--- src/hdl/trle_pkg.sv ---
// ----------------------------------------------------------------------------
// trle_pkg
// Shared constants for the threshold run-length encoder: defaults, register
// indexes, register reset values, fixed field widths and result queue sizing.
// ----------------------------------------------------------------------------
package trle_pkg;

  // default sizing
  localparam int MaxPacketBitsDef = 18;
  localparam int VoxelWidthDef    = 8;
  localparam int TotalWidthDef    = 40;

  // fixed field widths
  localparam int RunLenW    = 17;
  localparam int ThreshW    = 8;
  localparam int PktBitsCfgW = 5;

  // configuration port
  localparam int CfgIdxW  = 1;
  localparam int CfgDataW = 8;

  localparam logic [CfgIdxW-1:0] CfgThreshold  = 1'd0;
  localparam logic [CfgIdxW-1:0] CfgPacketBits = 1'd1;

  // register reset values
  localparam logic [ThreshW-1:0]     ThresholdRst  = 8'd25;
  localparam logic [PktBitsCfgW-1:0] PacketBitsRst = 5'd3;

  // result queue sizing
  localparam int QueueDepth = 4;
  localparam int QueuePtrW  = 2;
  localparam int QueueCntW  = 3;

endpackage

--- src/hdl/threshold_run_length_encoder.sv ---
// ----------------------------------------------------------------------------
// threshold_run_length_encoder
// Thresholds voxels to one bit and run-length encodes the bit stream into
// capped-length packets with a running compressed-size total.
// ----------------------------------------------------------------------------
// Takes one voxel per clock while the result queue has room. A voxel is
// registered, then classified and encoded from that register, and its packets
// (zero, one or two) land in a four-entry result queue, from which the first
// packet is offered on the output port. The input side keeps taking one voxel
// per cycle as long as the queue has room for two packets; since the output
// port moves one packet per cycle while m_axis_tready is high, voxels that
// close two packets at once take longer to drain, and a stalled output fills
// the queue and then holds the input. Packets carry the run value, its length
// and the saturating bit total; tlast marks the packet that closes the volume,
// tuser the last packet caused by one voxel.
module threshold_run_length_encoder #(
  parameter int MAX_PACKET_BITS = trle_pkg::MaxPacketBitsDef,
  parameter int VOXEL_WIDTH     = trle_pkg::VoxelWidthDef,
  parameter int TOTAL_WIDTH     = trle_pkg::TotalWidthDef,
  localparam int InDataW  = ((VOXEL_WIDTH + 7) / 8) * 8,
  localparam int OutDataW = ((1 + trle_pkg::RunLenW + TOTAL_WIDTH + 7) / 8) * 8
) (
  input  logic                          clk_i,
  input  logic                          rst_ni,
  // configuration writes
  input  logic                          cfg_we_i,
  input  logic [trle_pkg::CfgIdxW-1:0]  cfg_idx_i,
  input  logic [trle_pkg::CfgDataW-1:0] cfg_wdata_i,
  // voxel stream
  input  logic                          s_axis_tvalid,
  output logic                          s_axis_tready,
  input  logic [InDataW-1:0]            s_axis_tdata,   // voxel
  input  logic                          s_axis_tlast,   // final_voxel
  // packet stream
  output logic                          m_axis_tvalid,
  input  logic                          m_axis_tready,
  output logic [OutDataW-1:0]           m_axis_tdata,   // run_bit, run_size, bit_sum
  output logic                          m_axis_tlast,   // end_of_volume
  output logic                          m_axis_tuser    // last_in_step
);
  import trle_pkg::*;

  localparam int PbW   = $clog2(MAX_PACKET_BITS + 1);
  localparam int CapW  = (RunLenW > MAX_PACKET_BITS - 1) ? RunLenW : MAX_PACKET_BITS - 1;
  localparam int ShW   = $clog2(CapW + 1);
  localparam int VoxCW = (VOXEL_WIDTH > ThreshW) ? VOXEL_WIDTH : ThreshW;
  localparam int SumW  = TOTAL_WIDTH + 2;

  typedef struct packed {
    logic                   run_bit;
    logic [RunLenW-1:0]     run_size;
    logic [TOTAL_WIDTH-1:0] bit_sum;
    logic                   end_of_volume;
    logic                   last_in_step;
  } packet_t;

  // configuration
  logic [ThreshW-1:0]     thr_q;
  logic [PktBitsCfgW-1:0] pkt_bits_q;

  always_ff @(posedge clk_i or negedge rst_ni) begin
    if (!rst_ni) begin
      thr_q      <= ThresholdRst;
      pkt_bits_q <= PacketBitsRst;
    end else if (cfg_we_i) begin
      case (cfg_idx_i)
        CfgThreshold:  thr_q      <= cfg_wdata_i[ThreshW-1:0];
        CfgPacketBits: pkt_bits_q <= cfg_wdata_i[PktBitsCfgW-1:0];
        default: ;
      endcase
    end
  end

  // input stage
  logic                   in_vld_q;
  logic [VOXEL_WIDTH-1:0] voxel_q;
  logic                   fin_q;
  logic [QueueCntW-1:0]   cnt_q;
  logic                   advance;

  assign advance       = in_vld_q && (cnt_q <= QueueCntW'(QueueDepth - 2));
  assign s_axis_tready = !in_vld_q || advance;

  always_ff @(posedge clk_i or negedge rst_ni) begin
    if (!rst_ni) begin
      in_vld_q <= 1'b0;
    end else if (s_axis_tready) begin
      in_vld_q <= s_axis_tvalid;
    end
  end

  always_ff @(posedge clk_i) begin
    if (s_axis_tvalid && s_axis_tready) begin
      voxel_q <= s_axis_tdata[VOXEL_WIDTH-1:0];
      fin_q   <= s_axis_tlast;
    end
  end

  // run state
  logic                   open_q, open_d;
  logic                   cur_bit_q, cur_bit_d;
  logic [RunLenW-1:0]     cur_len_q, cur_len_d;
  logic [TOTAL_WIDTH-1:0] total_q, total_d;

  // effective packet width, clamped to the legal range
  logic [PbW-1:0] pb;
  always_comb begin
    if (pkt_bits_q < PktBitsCfgW'(2)) begin
      pb = PbW'(2);
    end else if (int'(pkt_bits_q) > MAX_PACKET_BITS) begin
      pb = PbW'(MAX_PACKET_BITS);
    end else begin
      pb = PbW'(pkt_bits_q);
    end
  end

  logic [ShW-1:0]  cap_shift;
  logic [CapW-1:0] cap;
  assign cap_shift = ShW'(CapW + 1 - int'(pb));
  assign cap       = {CapW{1'b1}} >> cap_shift;

  // saturating totals for the first and second packet of this voxel
  logic [SumW-1:0]        sum1, sum2, lim_ext;
  logic [TOTAL_WIDTH-1:0] tot1, tot2;
  assign lim_ext = SumW'({TOTAL_WIDTH{1'b1}});
  assign sum1    = SumW'(total_q) + SumW'(pb);
  assign sum2    = sum1 + SumW'(pb);
  assign tot1    = (sum1 > lim_ext) ? {TOTAL_WIDTH{1'b1}} : sum1[TOTAL_WIDTH-1:0];
  assign tot2    = (sum2 > lim_ext) ? {TOTAL_WIDTH{1'b1}} : sum2[TOTAL_WIDTH-1:0];

  logic               act_bit, differ, cap_hit, close_new;
  logic [RunLenW-1:0] new_len;
  logic [1:0]         n_push;
  packet_t            pkt_a, pkt_b;

  always_comb begin
    act_bit = VoxCW'(voxel_q) > VoxCW'(thr_q);
    differ  = open_q && (cur_bit_q != act_bit);
    if (open_q && !differ) begin
      new_len = cur_len_q + RunLenW'(1);
    end else begin
      new_len = RunLenW'(1);
    end
    cap_hit   = CapW'(new_len) >= cap;
    // new run leaves in this beat: on the cap or on the final voxel
    close_new = cap_hit || fin_q;
    n_push    = {1'b0, differ} + {1'b0, close_new};

    if (differ) begin
      pkt_a.run_bit  = cur_bit_q;
      pkt_a.run_size = cur_len_q;
    end else begin
      pkt_a.run_bit  = act_bit;
      pkt_a.run_size = new_len;
    end
    pkt_a.bit_sum       = tot1;
    pkt_a.last_in_step  = !(differ && close_new);
    pkt_a.end_of_volume = fin_q && !(differ && close_new);

    pkt_b.run_bit       = act_bit;
    pkt_b.run_size      = new_len;
    pkt_b.bit_sum       = tot2;
    pkt_b.last_in_step  = 1'b1;
    pkt_b.end_of_volume = fin_q;

    cur_bit_d = act_bit;
    if (fin_q) begin
      open_d    = 1'b0;
      cur_len_d = '0;
      total_d   = '0;
    end else begin
      open_d    = !cap_hit;
      cur_len_d = cap_hit ? '0 : new_len;
      case (n_push)
        2'd1:    total_d = tot1;
        2'd2:    total_d = tot2;
        default: total_d = total_q;
      endcase
    end
  end

  always_ff @(posedge clk_i or negedge rst_ni) begin
    if (!rst_ni) begin
      open_q    <= 1'b0;
      cur_bit_q <= 1'b0;
      cur_len_q <= '0;
      total_q   <= '0;
    end else if (advance) begin
      open_q    <= open_d;
      cur_bit_q <= cur_bit_d;
      cur_len_q <= cur_len_d;
      total_q   <= total_d;
    end
  end

  // result queue: up to two writes, one read per cycle
  packet_t              queue_q [QueueDepth];
  logic [QueuePtrW-1:0] wr_q, rd_q;
  logic                 pop;
  logic [1:0]           n_wr;

  assign n_wr = advance ? n_push : 2'd0;
  assign pop  = m_axis_tvalid && m_axis_tready;

  always_ff @(posedge clk_i or negedge rst_ni) begin
    if (!rst_ni) begin
      wr_q  <= '0;
      rd_q  <= '0;
      cnt_q <= '0;
    end else begin
      wr_q  <= wr_q + QueuePtrW'(n_wr);
      rd_q  <= rd_q + QueuePtrW'(pop);
      cnt_q <= cnt_q + QueueCntW'(n_wr) - QueueCntW'(pop);
    end
  end

  always_ff @(posedge clk_i) begin
    if (n_wr != 2'd0) begin
      queue_q[wr_q] <= pkt_a;
    end
    if (n_wr == 2'd2) begin
      queue_q[wr_q + QueuePtrW'(1)] <= pkt_b;
    end
  end

  packet_t head;
  assign head          = queue_q[rd_q];
  assign m_axis_tvalid = (cnt_q != '0);
  assign m_axis_tdata  = OutDataW'({head.bit_sum, head.run_size, head.run_bit});
  assign m_axis_tlast  = head.end_of_volume;
  assign m_axis_tuser  = head.last_in_step;

endmodule
--- config.mk ---
export PLATFORM = sky130hd
export DESIGN_NAME = threshold_run_length_encoder
export DESIGN_NICKNAME = d
export VERILOG_FILES = /design/src/hdl/trle_pkg.sv /design/src/hdl/threshold_run_length_encoder.sv
export SDC_FILE = /design/constraint.sdc
export NUM_CORES = 1
export LEC_CHECK = 0
export ABC_AREA = 1
export ABC_CLOCK_PERIOD_IN_PS = 13800
export BUFFER_PORTS_ARGS = -buffer_cell sky130_fd_sc_hd__buf_2
export CELL_PAD_IN_SITES_DETAIL_PLACEMENT = 1
export CELL_PAD_IN_SITES_GLOBAL_PLACEMENT = 1
export CORE_MARGIN = 10
export CORE_UTILIZATION = 51
export CTS_CLUSTER_SIZE = 10
export DETAILED_ROUTE_END_ITERATION = 10
export GPL_TIMING_DRIVEN = 0
export PLACE_DENSITY = 0.92
export SETUP_SLACK_MARGIN = 0.1
export SLEW_MARGIN = 25
export SYNTH_ARGS = -nofsm -noshare
export SYNTH_HDL_FRONTEND = slang
export SYNTH_SLANG_ARGS = --single-unit
--- constraint.sdc ---
create_clock -name clk_i -period 13.8 [get_ports clk_i]
set_input_delay 1.38 -clock clk_i [delete_from_list [all_inputs] [get_ports clk_i]]
set_output_delay 1.38 -clock clk_i [all_outputs]
set_load 0.005 [all_outputs]
==> summary.md, run 1 <==
| Metric | Value |
|---|---|
| Async SR Flop Fraction | 24.3% |
| Final hold violations | 0 |
| Pwr dens | 199 nW/um^2 |
| Gpl congestion | 0.980 |
| Syn. warnings | 0 |
| DIE WIDTH | 218 um |
| Vias/cell | 6.29 |
| Req. time, crit path | 14050 ps |
| CP Class | reg -> reg |
| Setup Fix Bufs, Post-CTS | 0 |
| Yosys top cell by area | edfxtp_1 |
| Hold EP | queue_q[1][0]$_SDFFE_PP1P_ |
| Mapped Cells | 2568 |
| CTS tree | yes |
| Die area | 47400 um^2 |
| Crit. End Element | flip-flop |
| First-pass GRT wire length | 125000 um |
| GRT Total Usage | 34.1% |
| Mapped cell area | 19900 um^2 |
| Final setup TNS | 0 ps |
| Initial Util | 51.6% |
| VDD IR-drop max | 0.0000925 V |
| Clock Tree Buf Depth | 3 |
| Worst skew pair latency | 590 ps |
| Post-route ant nets | 0 |
| CTS Buf Count | 40 |
| Routed vias | 20440 |
| Reg-to-Reg End | queue_q[3][27]$_DFFE_PP_ |
| GR Overflow Total | 0 |
| RSZ-0062 raised after global routing | no |
| Mapped Avg Cell Area | 7.76 um^2 |
| Min-delay worst type | reg -> reg |
| Most frequent cells after synthesis | nand2_1 (687), nor2_1 (321), o21ai_0 (319), edfxtp_1 (245), inv_1 (232) |
| Vias in the first global route | 21085 |
| R2r setup slk | 5610 ps |
| Area share of the largest cell type after synthesis | 36.9% |
| CP max stage delay | 850 ps |
| Status | finished clean |
| Placed insts | 3180 |
| Layout overhead on the synthesized area | 12.1% |
| Post-DP HPWL | 59600 um |
| Skew final | 32.7 ps |
| Minimum clock period | 8190 ps |
| ANT cells | 0 |
| Startpoint type of the worst setup path | flip-flop |
| Finished Layout Cells | 3252 |
| Vert. Die Dim | 218 um |
| Synth area leaders | edfxtp_1 (37%), nand2_1 (13%), dfrtp_1 (9.4%), o21ai_0 (8.0%), nor2_1 (6.0%) |
| Final #Nets | 2777 |
| H-Tree Level Count | 2 |
| Starting DRT DRC Count | 2276 |
| Layout cells sized above 1 | 7.32% |
| CTS Hold Bufs | 0 |
| # Max-Cap Violations | 0 |
| Slew @ Worst Pin | 1090 ps |
| Worst reg-to-reg path cell count | 30 |
| Max Fclk | 122 MHz |
| Min-delay src | queue_q[1][0]$_SDFFE_PP1P_ |
| Initial antenna violation count | 2 |
| Core Rows | 72 |
| Seq/Total Area, Yosys | 47.4% |
| Number of library cell types mapped by synthesis | 42 |
| # IOs | 91 |
| Top-count cell post-synth | nand2_1 |
| Slew margin rel. | 26.5% |
| Final setup fails | 0 |
| Drt wl/cell | 25.3 um |
| Sink Count | 329 |
| Fin crit share | 59.3% |
| Most frequent CP cell | inv_1 |
| 1st-pass router iterations | 7 |
| Total routed wirelength | 82400 um |
| # resized after CTS | 0 |
| Top_reg_cell synth | edfxtp_1 |
| Critical path fanouts, max | 44 |
| CP arrival | 8430 ps |
| DRC viols | 0 |
| Clk slew on worst S/H paths | 60 ps |
| Hold path depth | 2 |
| Core area | 38600 um^2 |
| Largest net degree at the start of global routing | 67 |
| RR Startpoint | thr_q[3]$_DFFE_PN1P_ |
| Flops & latches, synth | 329 |
| Number of enable flip-flop cells after synthesis | 245 |
| Port Buf Inserts | 84 |
| Root Buffer | clkbuf_16 |
| Final count of pins violating max slew | 0 |
| CP max stage cell | nor3_1 |
| Pleak | 8.82 nW |
[placed cells by master (no fill, tap or decap), types with 11 or more instances in the layout]
cell,instances
clkbuf_1,129
a21oi_1,34
xor2_1,43
nor2_1,321
nand3_1,153
o22ai_1,147
dfrtp_1,75
nor2_2,16
ha_1,47
inv_1,228
o21ai_0,319
buf_2,88
nand2_1,687
edfxtp_1,245
clkbuf_16,40
buf_4,11
nor3_1,15
nand4_1,32
[logic make-up after synthesis]
logic type	share of synthesized area, %
buffers and inverters	7.26
flip-flops	47.4
AND/OR/NAND/NOR	25.6
adder cells (fa/ha/maj)	3.25
AO/OA/AOI/OAI	14.3
XOR/XNOR	2.11
other	0.0188
[how the worst max path moves through the flow]
| stage | start | to | slack [ps] | cells after the start |
|---|---|---|---|---|
| floorplan | thr_q[3]$_DFFE_PN1P_ | queue_q[3][10]$_DFFE_PP_ | 7600 | 29 |
| CTS | thr_q[3]$_DFFE_PN1P_ | queue_q[3][25]$_DFFE_PP_ | 5860 | 32 |
| detailed placement | thr_q[3]$_DFFE_PN1P_ | queue_q[3][27]$_DFFE_PP_ | 6070 | 32 |
| finish | thr_q[3]$_DFFE_PN1P_ | queue_q[3][27]$_DFFE_PP_ | 5610 | 30 |
| global route | thr_q[3]$_DFFE_PN1P_ | queue_q[3][27]$_DFFE_PP_ | 5190 | 32 |
| global placement | thr_q[3]$_DFFE_PN1P_ | queue_q[3][26]$_DFFE_PP_ | 4810 | 32 |
[worst max-delay path, delay by kind of cell, from the launching register on]
family	cells	cell delay (ps)
flip-flops	1	530
buffers and inverters	10	2290
adder cells (fa/ha/maj)	3	640
AO/OA/AOI/OAI	4	530
AND/OR/NAND/NOR	13	3810
[power breakdown]
part	internal (mW)	switching [mW]	leakage, nW
clock	0.562	0.449	0.555
sequential	1.28	0.140	3.33
combinational	0.522	1.48	4.93
[flip-flops by register name, summed over array words and instances, names as in the netlist, 2 cells and up]
signal	count
thr_q	8
queue_q	240
cnt_q	3
wr_q	2
cur_len_q	17
rd_q	2
voxel_q	8
pkt_bits_q	5
total_q	40
[metal layers]
layer | routed length, um | track usage (%) | up-vias | part of all wire [%]
li1 | - | - | 8907 | -
met1 | 30600 | 40.8 | 9990 | 37
met2 | 40200 | 58.0 | 1206 | 49
met3 | 7220 | 6.30 | 333 | 8.8
met4 | 4380 | 17.4 | 4 | 5.3
met5 | 28 | 0 | - | 0.034
[through the flow]
step                hold WS [ps]  cell area (um^2)  total power [mW]  setup WS [ps]  utilization (%)
finish                       453             22300              4.43           5610             57.8
global route                 481             22300              4.63           5190             57.8
CTS                          451             22300              4.37           5860             57.8
detailed placement           437             21200              3.34           6070             54.8
global placement             435             21000              3.20           4810             54.4
floorplan                    421             19900              2.49           7600                -
[layout make-up]
cell class                      count  area (um^2)
Sequential cell                   329         9450
Clock buffer                       66         1100
Inverter                          239          907
Clock inverter                      6         71.3
Tap cell                          518          648
Multi-Input combinational cell   1877         9060
Buffer                            128          551
Fill cell                        4843        16300
Timing Repair Buffer               89          557
Note: power is estimated with default switching activity, not from simulation.
==> run 2, diff against run 1 <==
Settings changed: ABC_CLOCK_PERIOD_IN_PS 13800 to 7300, CORE_UTILIZATION 51 to 42, PLACE_DENSITY 0.92 to 0.82.
Clock period 13.8 ns to 7.3 ns, I/O delays scaled along.
==> summary.md, run 2 (synthesis results as in run 1) <==
| Metric | Value |
|---|---|
| Drt wl/cell | 23.7 um (was 25.3 um) |
| GR Overflow Total | 0 (unchanged) |
| CP Class | reg -> reg (unchanged) |
| Sequential Power Share | 31.6% (was 32.1%) |
| Fin Hold WS | 78.6 ps (was 453 ps) |
| DRC viols | 0 (unchanged) |
| # Max-Cap Violations | 0 (unchanged) |
| Final count of pins violating max slew | 0 (unchanged) |
| Clock share of power | 24.0% (was 22.8%) |
| Skew final | 23.6 ps (was 32.7 ps) |
| First-pass GRT wire length | 120000 um (was 125000 um) |
| Slew @ Worst Pin | 872 ps (was 1090 ps) |
| RSZ-0062 raised after global routing | yes (was no) |
| RR Startpoint | thr_q[3]$_DFFE_PN1P_ (unchanged) |
| Switching part of the total power | 45.5% (was 46.6%) |
| Layout overhead on the synthesized area | 14.2% (was 12.1%) |
| GRT Total Usage | 27.3% (was 34.1%) |
| # IOs | 91 (unchanged) |
| Most frequent CP cell | inv_1 (unchanged) |
| Critical path fanouts, max | 44 (unchanged) |
| Worst skew pair latency | 580 ps (was 590 ps) |
| CTS Buf Count | 42 (was 40) |
| Final setup fails | 0 (unchanged) |
| CP max stage delay | 530 ps (was 850 ps) |
| Crit. End Element | flip-flop (unchanged) |
| Sink Count | 329 (unchanged) |
| 1st-pass router iterations | 5 (was 7) |
| Layout cells sized above 1 | 8.90% (was 7.32%) |
| Post-route ant nets | 0 (unchanged) |
| Commonest non-fill, non-tap cells in the layout | nand2_1 (686), o21ai_0 (319), nor2_1 (314) (was nand2_1 (687), nor2_1 (321), o21ai_0 (319)) |
| Cell-internal power | 4.61 mW (was 2.37 mW) |
| Vert. Die Dim | 238 um (was 218 um) |
| Vias in the first global route | 20436 (was 21085) |
| Clock Tree Buf Depth | 3 (unchanged) |
| Slew margin rel. | 41.7% (was 26.5%) |
| Net Sw Power | 3.85 mW (was 2.07 mW) |
| Initial Util | 42.6% (was 51.6%) |
| Top reg by flops | queue_q (unchanged) |
| Largest net degree at the start of global routing | 45 (was 67) |
| H-Tree Level Count | 2 (unchanged) |
| Max Fclk | 146 MHz (was 122 MHz) |
| Final hold violations | 0 (unchanged) |
| Final #Nets | 2784 (was 2777) |
| Fin crit share | 94.1% (was 59.3%) |
| Pwr dens | 371 nW/um^2 (was 199 nW/um^2) |
| Min-delay worst type | in -> async (was reg -> reg) |
| CP arrival | 7100 ps (was 8430 ps) |
| Core area | 46800 um^2 (was 38600 um^2) |
| Crit path from | thr_q[3]$_DFFE_PN1P_ (unchanged) |
| Root Buffer | clkbuf_16 (unchanged) |
| Gpl congestion | 0.946 (was 0.980) |
| Clk slew on worst S/H paths | 60 ps (about the same) |
| CTS tree | yes (unchanged) |
| Die area | 56600 um^2 (was 47400 um^2) |
| Vias/cell | 5.87 (was 6.29) |
| WL met2 | 39000 um (was 40200 um) |
| Pleak | 8.98 nW (was 8.82 nW) |
| Status | finished clean (unchanged) |
| Comb pwr share | 44.4% (was 45.2%) |
| Commonest non-fill, non-tap cell in the layout | nand2_1 (unchanged) |
| Final setup TNS | 0 ps (unchanged) |
| Regs by FF count | queue_q (240), total_q (40), cur_len_q (17) (unchanged) |
| Minimum clock period | 6870 ps (was 8190 ps) |
| Post-DP HPWL | 59300 um (was 59600 um) |
| DIE WIDTH | 238 um (was 218 um) |
| CP max stage cell | dfstp_2 (was nor3_1) |
| Port Buf Inserts | 84 (unchanged) |
| Initial antenna violation count | 3 (was 2) |
| Routed vias | 19658 (was 20440) |
| DRT met1 WL | 31800 um (was 30600 um) |
| Total routed wirelength | 79400 um (was 82400 um) |
| Starting DRT DRC Count | 2056 (was 2276) |
| Max FFs per register | 240 (unchanged) |
| Routed met3 length | 5560 um (was 7220 um) |
| Req. time, crit path | 7530 ps (was 14050 ps) |
| Startpoint type of the worst setup path | flip-flop (unchanged) |
| Top routing layer in use | met5 (unchanged) |
| Core Rows | 79 (was 72) |
| VDD IR-drop max | 0.000160 V (was 0.0000925 V) |
==> run 2: timing repair <==
item,4_1_cts,5_1_grt
hold buffers,0,0
setup endpoints to repair,340,415
setup buffers,0,6
cloned,0,0
pin swaps,0,3
gates resized for setup,15,44
==> run 2: power by group through the flow <==
stage,Combinational (mW),Clock (mW),Sequential [mW]
2_1_floorplan,2.10,0,2.62
3_3_place_gp,3.43,0,2.70
3_5_place_dp,3.62,0,2.70
4_1_cts,3.65,2.03,2.67
5_1_grt,4.09,2.11,2.71
6_report,3.75,2.03,2.67
==> run 2: layout make-up <==
cell class / instances / area [um^2]
antenna: 1 / 2.50
buffer: 127 / 568
clock buffer: 68 / 1190
clock inverter: 8 / 101
fill: 5779 / 24000
inverter: 239 / 931
multi-input combinational: 1877 / 9160
sequential: 329 / 9450
tap: 607 / 759
timing repair buffer: 95 / 594
==> run 2: layer usage <==
layer	up-vias	global-route usage, %
met4	2	11.1
met5	-	0
met2	836	47.5
met3	200	3.69
met1	9686	33.6
li1	8934	-
==> run 2: worst paths after layout <==
check                                             end  slack (ps)  cells after the start
setup / recovery             queue_q[2][35]$_DFFE_PP_         430                     33
hold / removal                   thr_q[1]$_DFFE_PN0P_          80                      1
setup reg to reg             queue_q[2][35]$_DFFE_PP_         430                     33
hold reg to reg            queue_q[0][0]$_SDFFE_PP1P_         460                      2
max in group asynchronous     total_q[17]$_DFFE_PN0P_        6610                      2
min in group clk_i               voxel_q[7]$_DFFE_PP_         340                      1
==> run 2: through the flow <==
| step | instances | cell area, um^2 | worst slack, ps | util (%) | total power, mW |
|---|---|---|---|---|---|
| 2_1_floorplan | 2573 | 19900 | 1100 | - | 4.72 |
| 3_3_place_gp | 3264 | 21100 | -1710 | 45.2 | 6.13 |
| 3_5_place_dp | 3269 | 21300 | -303 | 45.5 | 6.32 |
| 4_1_cts | 3344 | 22600 | 119 | 48.3 | 8.35 |
| 5_1_grt | 3350 | 22800 | -20.0 | 48.7 | 8.91 |
| 6_report | 3351 | 22800 | 430 | 48.7 | 8.45 |
==> run 2: critical path: cells and delay by family (launching register included) <==
family | cells | cell delay, ps
AO/OA/AOI/OAI | 6 | 940
adder cells (fa/ha/maj) | 3 | 770
buffers and inverters | 10 | 1710
flip-flops | 1 | 530
AND/OR/NAND/NOR | 14 | 2550
